<file path="src/rtl/aem_pkg.sv">
// Shared types and constants for the audio echo mixer.
// Word formats, register indexes and controller/datapath interface structs.
// No dependencies.
package aem_pkg;

  // Delay line geometry
  localparam int MAX_DELAY = 8192;
  localparam int ADDR_W    = $clog2(MAX_DELAY);
  localparam int DLY_W     = $clog2(MAX_DELAY + 1);

  // Field widths
  localparam int SMP_W     = 16;
  localparam int DELAY_W   = 14;
  localparam int DIVISOR_W = 15;
  localparam int TAIL_W    = 14;
  localparam int CFG_IDX_W = 2;
  localparam int CFG_DAT_W = 15;
  localparam int DIV_CNT_W = $clog2(SMP_W);

  localparam logic [TAIL_W-1:0]    TAIL_MAX          = '1;
  localparam logic [DELAY_W-1:0]   ECHO_DELAY_RST    = 14'd8000;
  localparam logic [DIVISOR_W-1:0] ECHO_DIVISOR_RST  = 15'd4;

  // Register indexes on the configuration port
  localparam logic [CFG_IDX_W-1:0] REG_ECHO_DELAY   = 2'd0;
  localparam logic [CFG_IDX_W-1:0] REG_ECHO_DIVISOR = 2'd1;

  // Input word
  typedef struct packed {
    logic                    func;
    logic signed [SMP_W-1:0] sample_in;
  } in_word_t;

  // Result word
  typedef struct packed {
    logic signed [SMP_W-1:0] mixed_sample;
    logic                    drain_finished;
  } out_word_t;

  // Controller to datapath
  typedef struct packed {
    logic capture;
    logic mem_step;
    logic div_load;
    logic div_step;
    logic out_load;
  } aem_cmd_t;

  // Datapath to controller
  typedef struct packed {
    logic div_last;
    logic out_free;
  } aem_status_t;

endpackage

</file>
<file path="src/rtl/aem_ctrl.sv">
// Sequencer of the audio echo mixer: capture, delay line access, divide, output.
// Depends on aem_pkg.
module aem_ctrl (
  input  logic                 clk,
  input  logic                 rst_n,
  input  logic                 in_valid,
  output logic                 in_ready,
  input  aem_pkg::aem_status_t status,
  output aem_pkg::aem_cmd_t    cmd
);
  import aem_pkg::*;

  typedef enum logic [4:0] {
    ST_IDLE = 5'b00001,
    ST_READ = 5'b00010,
    ST_LOAD = 5'b00100,
    ST_DIV  = 5'b01000,
    ST_DONE = 5'b10000
  } state_t;

  state_t state_r, state_nxt;

  // Next state and commands
  always_comb begin
    state_nxt = state_r;
    cmd       = '0;
    in_ready  = 1'b0;
    case (state_r)
      ST_IDLE: begin
        in_ready = 1'b1;
        if (in_valid) begin
          cmd.capture = 1'b1;
          state_nxt   = ST_READ;
        end
      end
      ST_READ: begin
        cmd.mem_step = 1'b1;
        state_nxt    = ST_LOAD;
      end
      ST_LOAD: begin
        cmd.div_load = 1'b1;
        state_nxt    = ST_DIV;
      end
      ST_DIV: begin
        cmd.div_step = 1'b1;
        if (status.div_last) state_nxt = ST_DONE;
      end
      ST_DONE: begin
        if (status.out_free) begin
          cmd.out_load = 1'b1;
          state_nxt    = ST_IDLE;
        end
      end
      default: begin
        state_nxt = ST_IDLE;
      end
    endcase
  end

  // State register
  always_ff @(posedge clk) begin
    if (!rst_n) begin
      state_r <= ST_IDLE;
    end else begin
      state_r <= state_nxt;
    end
  end

endmodule

</file>
<file path="config.mk">
export PLATFORM = sky130hd
export DESIGN_NAME = aem_ctrl
export DESIGN_NICKNAME = d
export VERILOG_FILES = /design/src/rtl/aem_pkg.sv /design/src/rtl/aem_ctrl.sv
export SDC_FILE = /design/constraint.sdc
export NUM_CORES = 1
export LEC_CHECK = 0
export ABC_AREA = 1
export BUFFER_PORTS_ARGS = -buffer_cell sky130_fd_sc_hd__buf_2
export CORE_AREA = 2 2 39 41
export DETAILED_ROUTE_END_ITERATION = 8
export DIE_AREA = 0 0 41 43
export SYNTH_ARGS = -nofsm -noshare
export SYNTH_HDL_FRONTEND = slang
export SYNTH_SLANG_ARGS = --single-unit
</file>
<file path="constraint.sdc">
create_clock -name clk -period 2.6 [get_ports clk]
set_input_delay 0.13 -clock clk [delete_from_list [all_inputs] [get_ports clk]]
set_output_delay 0.13 -clock clk [all_outputs]
set_load 0.005 [all_outputs]
</file>
==> flow_summary.yaml, run 1 <==
run_status:
  outcome: "complete, no violations"
critical_path:
  worstPathMaxFanout: 5
  cp.required_ps: 2470
  worstSetupPathType: "register to primary output"
  arrival_ps: 1170
  crit_slowest_cell: "dfxtp_1"
  cp-start-kind: "register"
  path_cells: "nor2_2 > nand3_1 > nor2_1 > buf_2"
  slowest_delay_ps: 330
  end_kind: "primary output"
finish:
  antenna_cells: 0
  layout_common_cells: "buf_2 (10), inv_1 (9), nand3_1 (7)"
  reg_top3: "state_r x5"
  multi_input_area_um2: 145
  largest_register_ffs: 5
  fill_cells: 151
  utilization_pct: 27.8
  drive_gt1_share_pct: 38.2
  register_area_um2: 100
  regMostFlops: "state_r"
  mostFrequentLayoutCell: "buf_2"
  area_growth_pct: 33.5
  final_nets: 61
timing:
  tightest_slew_ps: 195
  finalSetupTns_ps: 0
  slew_viol_final: 0
  setup_viol: 0
  max_freq_mhz: 769
  fin_skew_ps: 2.66
  relSlewSlack_pct: 87.0
  report.final.hold_viol_count: 0
  finalCritPeriodShare_pct: 50.0
  period_needed_ps: 1300
  rsz0062_at_grt: "no"
synthesis:
  synthTopCellsByArea: "dfxtp_1 (35%), nand3_1 (12%), inv_1 (12%)"
  yosysWarnings: 0
  avgSynthCellArea_um2: 7.02
  yosys.area.top_type_share_pct: 34.8
  synth_nets: 46
  post-synth-top-area-cell: "dfxtp_1"
  synth_area_um2: 288
  ys_seq_area_share_pct: 34.8
  ys_ff_latch: 5
  synth_cell_types: 14
  synth_cells: 41
drt:
  firstDrtPassIters: 2
  ant_nets: 0
  dr.first_iter.drc_count: 6
  vias: 290
  vias_per_cell: 4.08
  wl_um: 608
  wire_per_inst_um: 8.56
  drc: 0
worst_hold_path:
  hold_class: "input pin to register"
global_routing:
  grt_usage_pct: 9.14
  antenna_found_initial: 0
  first_global_vias: 257
  overflow: 0
  grt_pass1_wl_um: 979
  grt_max_degree: 7
cts:
  path_clk_slew_ps: 40
  h-tree-depth: 1
  root_buffer: "clkbuf_4"
  clock_path_buffers: 2
  postCtsSetupRepairBufs: 0
  cts_resized: 0
  cts.hold.buffers_added: 0
  cts.sinks: 5
  cts_buffers: 3
  insertion_delay_ps: 240
  cts_tree: "done"
pwr:
  powerDensity_mw_per_mm2: 619
  cellLeakagePower_uw: 0.000220
  vdd_drop_max_mv: 0.247
place:
  hpwl_um: 500
  gp_congestion: 0.792
  port_buffers: 10
floorplanning:
  ioPinCount: 11
  dieWidth_um: 41
  initial_utilization_pct: 20.8
  die-area_mm2: 0.00176
  core_area_mm2: 0.00138
  rows: 14
  die_h_um: 43
flow_run:
  drv_cap: 0
[Yosys cell counts (all sizes together)]
master / instances
inv: 10
nor2: 9
nor3: 1
clkinv: 1
a21oi: 1
nand4: 5
nand3: 7
nand2: 1
o21bai: 1
dfxtp: 5
[layout make-up]
| type | count | share of cell area (%) |
|---|---|---|
| multi-input combinational | 25 | 37.8 |
| sequential | 5 | 26.1 |
| timing repair buffer | 10 | 13.0 |
| inverter | 11 | 11.1 |
| clock buffer | 4 | 6.84 |
| tap | 16 | 5.21 |
[layer usage]
layer,up-vias,wire length (um),global-route usage [%]
li1,161,-,-
met1,115,262,9.32
met2,10,273,11.6
met3,4,47,5.24
met4,0,25,10.0
met5,-,0,0
[kinds of logic after synthesis]
group	after synthesis	share of synthesized area [%]
and+or+nand+nor	23	46.1
DFF	5	34.8
AOI/OAI and AO/OA	2	4.35
buffers and inverters	11	14.8
[power breakdown]
| part | internal [uW] | switching, uW |
|---|---|---|
| combinational | 22.7 | 32.7 |
| clock | 58.1 | 33.0 |
| sequential | 83.9 | 7.38 |
[worst paths after layout]
kind	startpoint	end	slack (ps)	cells after the start
worst min register to register	state_r[1]$_SDFFE_PN0P_	state_r[2]$_SDFFE_PN0P_	590	2
worst min-delay path	in_valid	state_r[1]$_SDFFE_PN0P_	160	3
worst max-delay path	state_r[2]$_SDFFE_PN0P_	cmd[4]	1300	4
worst max register to register	state_r[2]$_SDFFE_PN0P_	state_r[0]$_SDFFE_PN1P_	1580	4
[through the flow]
step / cells / hold WS (ps) / worst slack (ps) / area, um2 / power, uW
2_1_floorplan: 41 / 281 / 1700 / 288 / 131
3_3_place_gp: 67 / 414 / 1570 / 358 / 148
3_5_place_dp: 67 / 414 / 1570 / 358 / 148
4_1_cts: 71 / 161 / 1300 / 384 / 241
5_1_grt: 71 / 185 / 1230 / 384 / 252
6_report: 71 / 162 / 1300 / 384 / 238
[critical path: cells and delay by family, from the launching register on]
family                 cells  cell delay [ps]
AND/OR/NAND/NOR            3              480
buffers and inverters      1              110
flip-flops                 1              330
(Power assumes the default switching activity.)
==> run 2, diff against run 1 <==
==> constraint.sdc (replaced) <==
create_clock -name clk -period 1.28 [get_ports clk]
set_input_delay 0.064 -clock clk [delete_from_list [all_inputs] [get_ports clk]]
set_output_delay 0.064 -clock clk [all_outputs]
set_load 0.005 [all_outputs]
==> run 2 against run 1 <==
Effect of this change:
- sequential power rose by 100%
- final area increased by 2.6%
- sequential cell count stayed put
- worst hold slack got worse by 59 ps
- via count increased by 12%
- clock power is 96% higher
- core utilization up 0.72 points
- routed wire length grew 2.3%
- global-route usage decreased by 0.30 points
- critical path depth increased by 1
- non-clock buffer count unchanged
==> flow_summary.yaml, run 2 (same netlist as run 1, synthesis figures left out) <==
place:
  gp_congestion: 0.784
  dpl_cell_area_um2: 358
  port_buffers: 10
  pre_cts_ws_ps: 297
  dp_cells: 67
  hpwl_um: 502
cts:
  cts.sinks: 5
  insertion_delay_ps: 240
  h-tree-depth: 1
  clock_path_buffers: 2
  cts_tree: "done"
  postCtsSetupRepairBufs: 0
  path_clk_slew_ps: 40
  cts_buffers: 3
  root_buffer: "clkbuf_4"
critical_path:
  crit_buf_inv: 3
  end_kind: "primary output"
  worstPathMaxFanout: 2
  crit_slowest_cell: "dfxtp_1"
  slowest_delay_ps: 370
  cp-start-kind: "register"
  worstSetupPathType: "register to primary output"
  arrival_ps: 1110
  cpLargestDelayFamily: "flip-flops"
  path_cells: "inv_1 > nor2_2 > nand3_1 > clkinv_2 > buf_2"
  cp.required_ps: 1220
timing:
  max_freq_mhz: 849
  worst_slack_ps: 102
  setup_viol: 0
  tightest_slew_ps: 195
  period_needed_ps: 1180
  relSlewSlack_pct: 87.0
  finalSetupTns_ps: 0
  fin_skew_ps: 1.35
  finalCritPeriodShare_pct: 92.0
  report.final.hold_viol_count: 0
  slew_viol_final: 0
  rsz0062_at_grt: "no"
finish:
  reg_top3: "state_r x5"
  area_growth_pct: 37.0
  drive_gt1_share_pct: 40.0
  antenna_cells: 0
  largest_register_ffs: 5
  layout_common_cells: "buf_2 (10), inv_1 (9), nand3_1 (6)"
  stdcell_area_um2: 394
  utilization_pct: 28.5
  regMostFlops: "state_r"
  final_nets: 61
  mostFrequentLayoutCell: "buf_2"
  fin_cells: 71
drt:
  wire_per_inst_um: 8.76
  firstDrtPassIters: 4
  vias_per_cell: 4.59
  ant_nets: 0
  dr.first_iter.drc_count: 7
  wl_um: 622
  drc: 0
  vias: 326
worst_hold_path:
  hold_class: "input pin to register"
global_routing:
  first_global_vias: 269
  antenna_found_initial: 0
  grt_usage_pct: 8.84
  overflow: 0
  grt_max_degree: 7
  grt_pass1_wl_um: 1010
pwr:
  p_sw_uw: 147
  powerDensity_mw_per_mm2: 1230
  clkPwrFrac_pct: 37.1
  vdd_drop_max_mv: 0.388
  cellLeakagePower_uw: 0.000226
  p_seq_share_pct: 38.5
  intPower_uw: 336
  p_sw_share_pct: 30.4
  comb_power_share_pct: 24.4
floorplanning:
  die_h_um: 43
  core_area_mm2: 0.00138
  rows: 14
  die-area_mm2: 0.00176
  dieWidth_um: 41
  initial_utilization_pct: 20.8
  ioPinCount: 11
flow_run:
  drv_cap: 0
run_status:
  outcome: "complete, no violations"
[run 2: cell counts in the layout (fill, tap and decap cells not counted)]
No cell type changed its count.
[run 2: power groups by stage]
stage / clock (uW) / sequential [uW] / combinational (uW)
after floorplan: 0 / 186 / 78.9
after global placement: 0 / 188 / 112
after detailed placement: 0 / 188 / 113
after CTS: 186 / 185 / 114
after global routing: 195 / 187 / 133
final: 179 / 186 / 118
[run 2: area by class of cell]
cell class	count	area (um2)
flip-flops and latches	5	100
multi-input cells	25	155
well taps	16	20.0
clock buffers	4	26.3
fillers	150	990
repair buffers	10	50.0
inverters	11	42.5
[run 2: what timing repair did]
item / in CTS / in global routing
hold buffers: 0 / 0
resized for setup: 0 / 2
endpoints found under the setup margin: 0 / 1
[run 2: stage by stage]
| step | power [uW] | hold slack (ps) |
|---|---|---|
| 2_1_floorplan | 265 | 215 |
| 3_3_place_gp | 300 | 352 |
| 3_5_place_dp | 301 | 353 |
| 4_1_cts | 485 | 100 |
| 5_1_grt | 515 | 117 |
| 6_report | 483 | 103 |
[run 2: path summary, 6_finish.rpt]
| kind | from | cells after the start | slack, ps | to |
|---|---|---|---|---|
| setup / recovery | state_r[3]$_SDFFE_PN0P_ | 5 | 100 | cmd[1] |
| hold / removal | rst_n | 3 | 100 | state_r[0]$_SDFFE_PN1P_ |
| setup reg to reg | state_r[3]$_SDFFE_PN0P_ | 5 | 280 | state_r[0]$_SDFFE_PN1P_ |
| hold reg to reg | state_r[1]$_SDFFE_PN0P_ | 2 | 590 | state_r[2]$_SDFFE_PN0P_ |
[run 2: routing by layer]
layer	vias to the layer above	GRT usage (%)	wire [um]	part of all wire (%)
met2	13	11.9	289	46
met3	3	1.57	49	7.9
met4	0	10.0	27	4.3
met1	146	10.3	256	41
li1	164	-	-	-
met5	-	0	0	0
[run 2: worst register-to-register path: cells and delay by family (launching register included)]
kind | cells | cell delay, ps
buf+inv | 1 | 80
flops | 1 | 370
simple gates | 3 | 360
compound gates | 1 | 70
==> run 3, diff against run 2 <==
--- a/config.mk
+++ b/config.mk
@@ -7,9 +7,12 @@
 export LEC_CHECK = 0
 export ABC_AREA = 1
 export BUFFER_PORTS_ARGS = -buffer_cell sky130_fd_sc_hd__buf_2
+export CELL_PAD_IN_SITES_DETAIL_PLACEMENT = 0
+export CELL_PAD_IN_SITES_GLOBAL_PLACEMENT = 1
 export CORE_AREA = 2 2 39 41
 export DETAILED_ROUTE_END_ITERATION = 8
 export DIE_AREA = 0 0 41 43
+export PLACE_DENSITY_LB_ADDON = 0.1
 export SYNTH_ARGS = -nofsm -noshare
 export SYNTH_HDL_FRONTEND = slang
 export SYNTH_SLANG_ARGS = --single-unit
==> run 3 against run 2 <==
Effect of this change:
- final cell count is the same
- register-to-register slack got worse by 20 ps
- critical path type unchanged
- fmax down 0.89%
- sequential cell count stayed put
==> flow_summary.yaml, run 3 (same netlist as run 1, synthesis figures left out) <==
place:
  hpwl_um: 560
  pre_cts_ws_ps: 279
  dpl_cell_area_um2: 358
  gp_congestion: 0.797
  port_buffers: 10
cts:
  path_clk_slew_ps: 50
  clock_path_buffers: 2
  cts_tree: "done"
  insertion_delay_ps: 260
  h-tree-depth: 1
  cts_buffers: 3
  root_buffer: "clkbuf_4"
  cts.sinks: 5
  postCtsSetupRepairBufs: 0
  cts.hold.buffers_added: 0
finish:
  layout_common_cells: "buf_2 (10), inv_1 (8), nand3_1 (6)"
  stdcell_area_um2: 397
  largest_register_ffs: 5
  drive_gt1_share_pct: 45.5
  fill_cells: 170
  antenna_cells: 0
  area_growth_pct: 37.8
  final_nets: 61
  mostFrequentLayoutCell: "buf_2"
  reg_top3: "state_r x5"
  regMostFlops: "state_r"
floorplanning:
  ioPinCount: 11
  die_h_um: 43
  initial_utilization_pct: 20.8
  core_area_mm2: 0.00138
  rows: 14
  die-area_mm2: 0.00176
  dieWidth_um: 41
critical_path:
  crit_slowest_cell: "dfxtp_1"
  crit_buf_inv: 3
  cp-start-kind: "register"
  slowest_delay_ps: 370
  worstSetupPathType: "register to primary output"
  path_cells: "inv_1 > nor2_2 > nand3_1 > clkinv_2 > buf_2"
  cp.required_ps: 1220
  worstPathMaxFanout: 2
  end_kind: "primary output"
  cpLargestDelayFamily: "flip-flops"
  arrival_ps: 1120
timing:
  finalCritPeriodShare_pct: 92.8
  report.final.hold_viol_count: 0
  worst_slack_ps: 91.8
  max_freq_mhz: 842
  finalSetupTns_ps: 0
  fin_skew_ps: 11.7
  hold-worst-slack_ps: 88.8
  slew_viol_final: 0
  period_needed_ps: 1190
  setup_viol: 0
  relSlewSlack_pct: 87.5
  tightest_slew_ps: 188
drt:
  ant_nets: 0
  vias: 314
  dr.first_iter.drc_count: 10
  wl_um: 688
  firstDrtPassIters: 2
  wire_per_inst_um: 9.69
  drc: 0
  vias_per_cell: 4.42
pwr:
  vdd_drop_max_mv: 0.477
  powerDensity_mw_per_mm2: 1270
  total_power_uw: 502
  cellLeakagePower_uw: 0.000228
run_status:
  outcome: "complete, no violations"
global_routing:
  grt_pass1_wl_um: 1210
  antenna_found_initial: 0
  grt_usage_pct: 10.8
  overflow: 0
  first_global_vias: 306
  grt_max_degree: 7
flow_run:
  drv_cap: 0
worst_hold_path:
  hold_class: "input pin to register"
run 3: changes by cell type in the layout (fill, tap and decap cells not counted), sizes merged:
cell	previous run	this run
clkinv	1	2
clkbuf	4	3
run 3: area by class of cell:
type	count	area [um2]	area share (%)
multi-input cells	25	155	39.1
flip-flops and latches	5	101	25.6
repair buffers	10	50.0	12.6
inverters	11	42.5	10.7
clock buffers	3	22.5	5.68
well taps	16	20.0	5.05
clock inverters	1	5.00	1.26
run 3: path summary, 6_finish.rpt:
kind                            from                 endpoint  slack (ps)  cells past startpoint
max          state_r[3]$_SDFFE_PN0P_                   cmd[1]          90                      5
min                            rst_n  state_r[0]$_SDFFE_PN1P_          90                      3
max reg2reg  state_r[3]$_SDFFE_PN0P_  state_r[4]$_SDFFE_PN0P_         260                      6
min reg2reg  state_r[1]$_SDFFE_PN0P_  state_r[2]$_SDFFE_PN0P_         590                      2
run 3: worst register-to-register path, stage by stage, from the launching register on:
cell and delay, ps:
dfxtp_1 370, inv_1 80, nor2_2 110, nand4_2 140, nand3_1 120, nor2_1 50, nor2_2 70
run 3: routing by layer:
layer,wire length (um),GRT usage [%],up-vias
met1,297,13.2,140
met5,0,0,-
met2,326,13.4,11
met3,37,4.71,3
li1,-,-,160
met4,27,10.0,0
run 3: where the power goes:
part | switching, uW | internal, uW
clock | 80.3 | 114
sequential | 15.7 | 171
combinational | 71.2 | 50.1
run 3: timing repair:
item / CTS / global route
pin swaps: 0 / 1
resized for setup: 1 / 3
setup endpoints to repair: 1 / 3
cloned: 0 / 0
run 3: per-stage QoR:
step / std cells / util [%]
final: 71 / 28.7
after detailed placement: 67 / 25.9
after global placement: 67 / 25.9
after CTS: 71 / 28.2
after floorplan: 41 / -
after global routing: 71 / 28.7
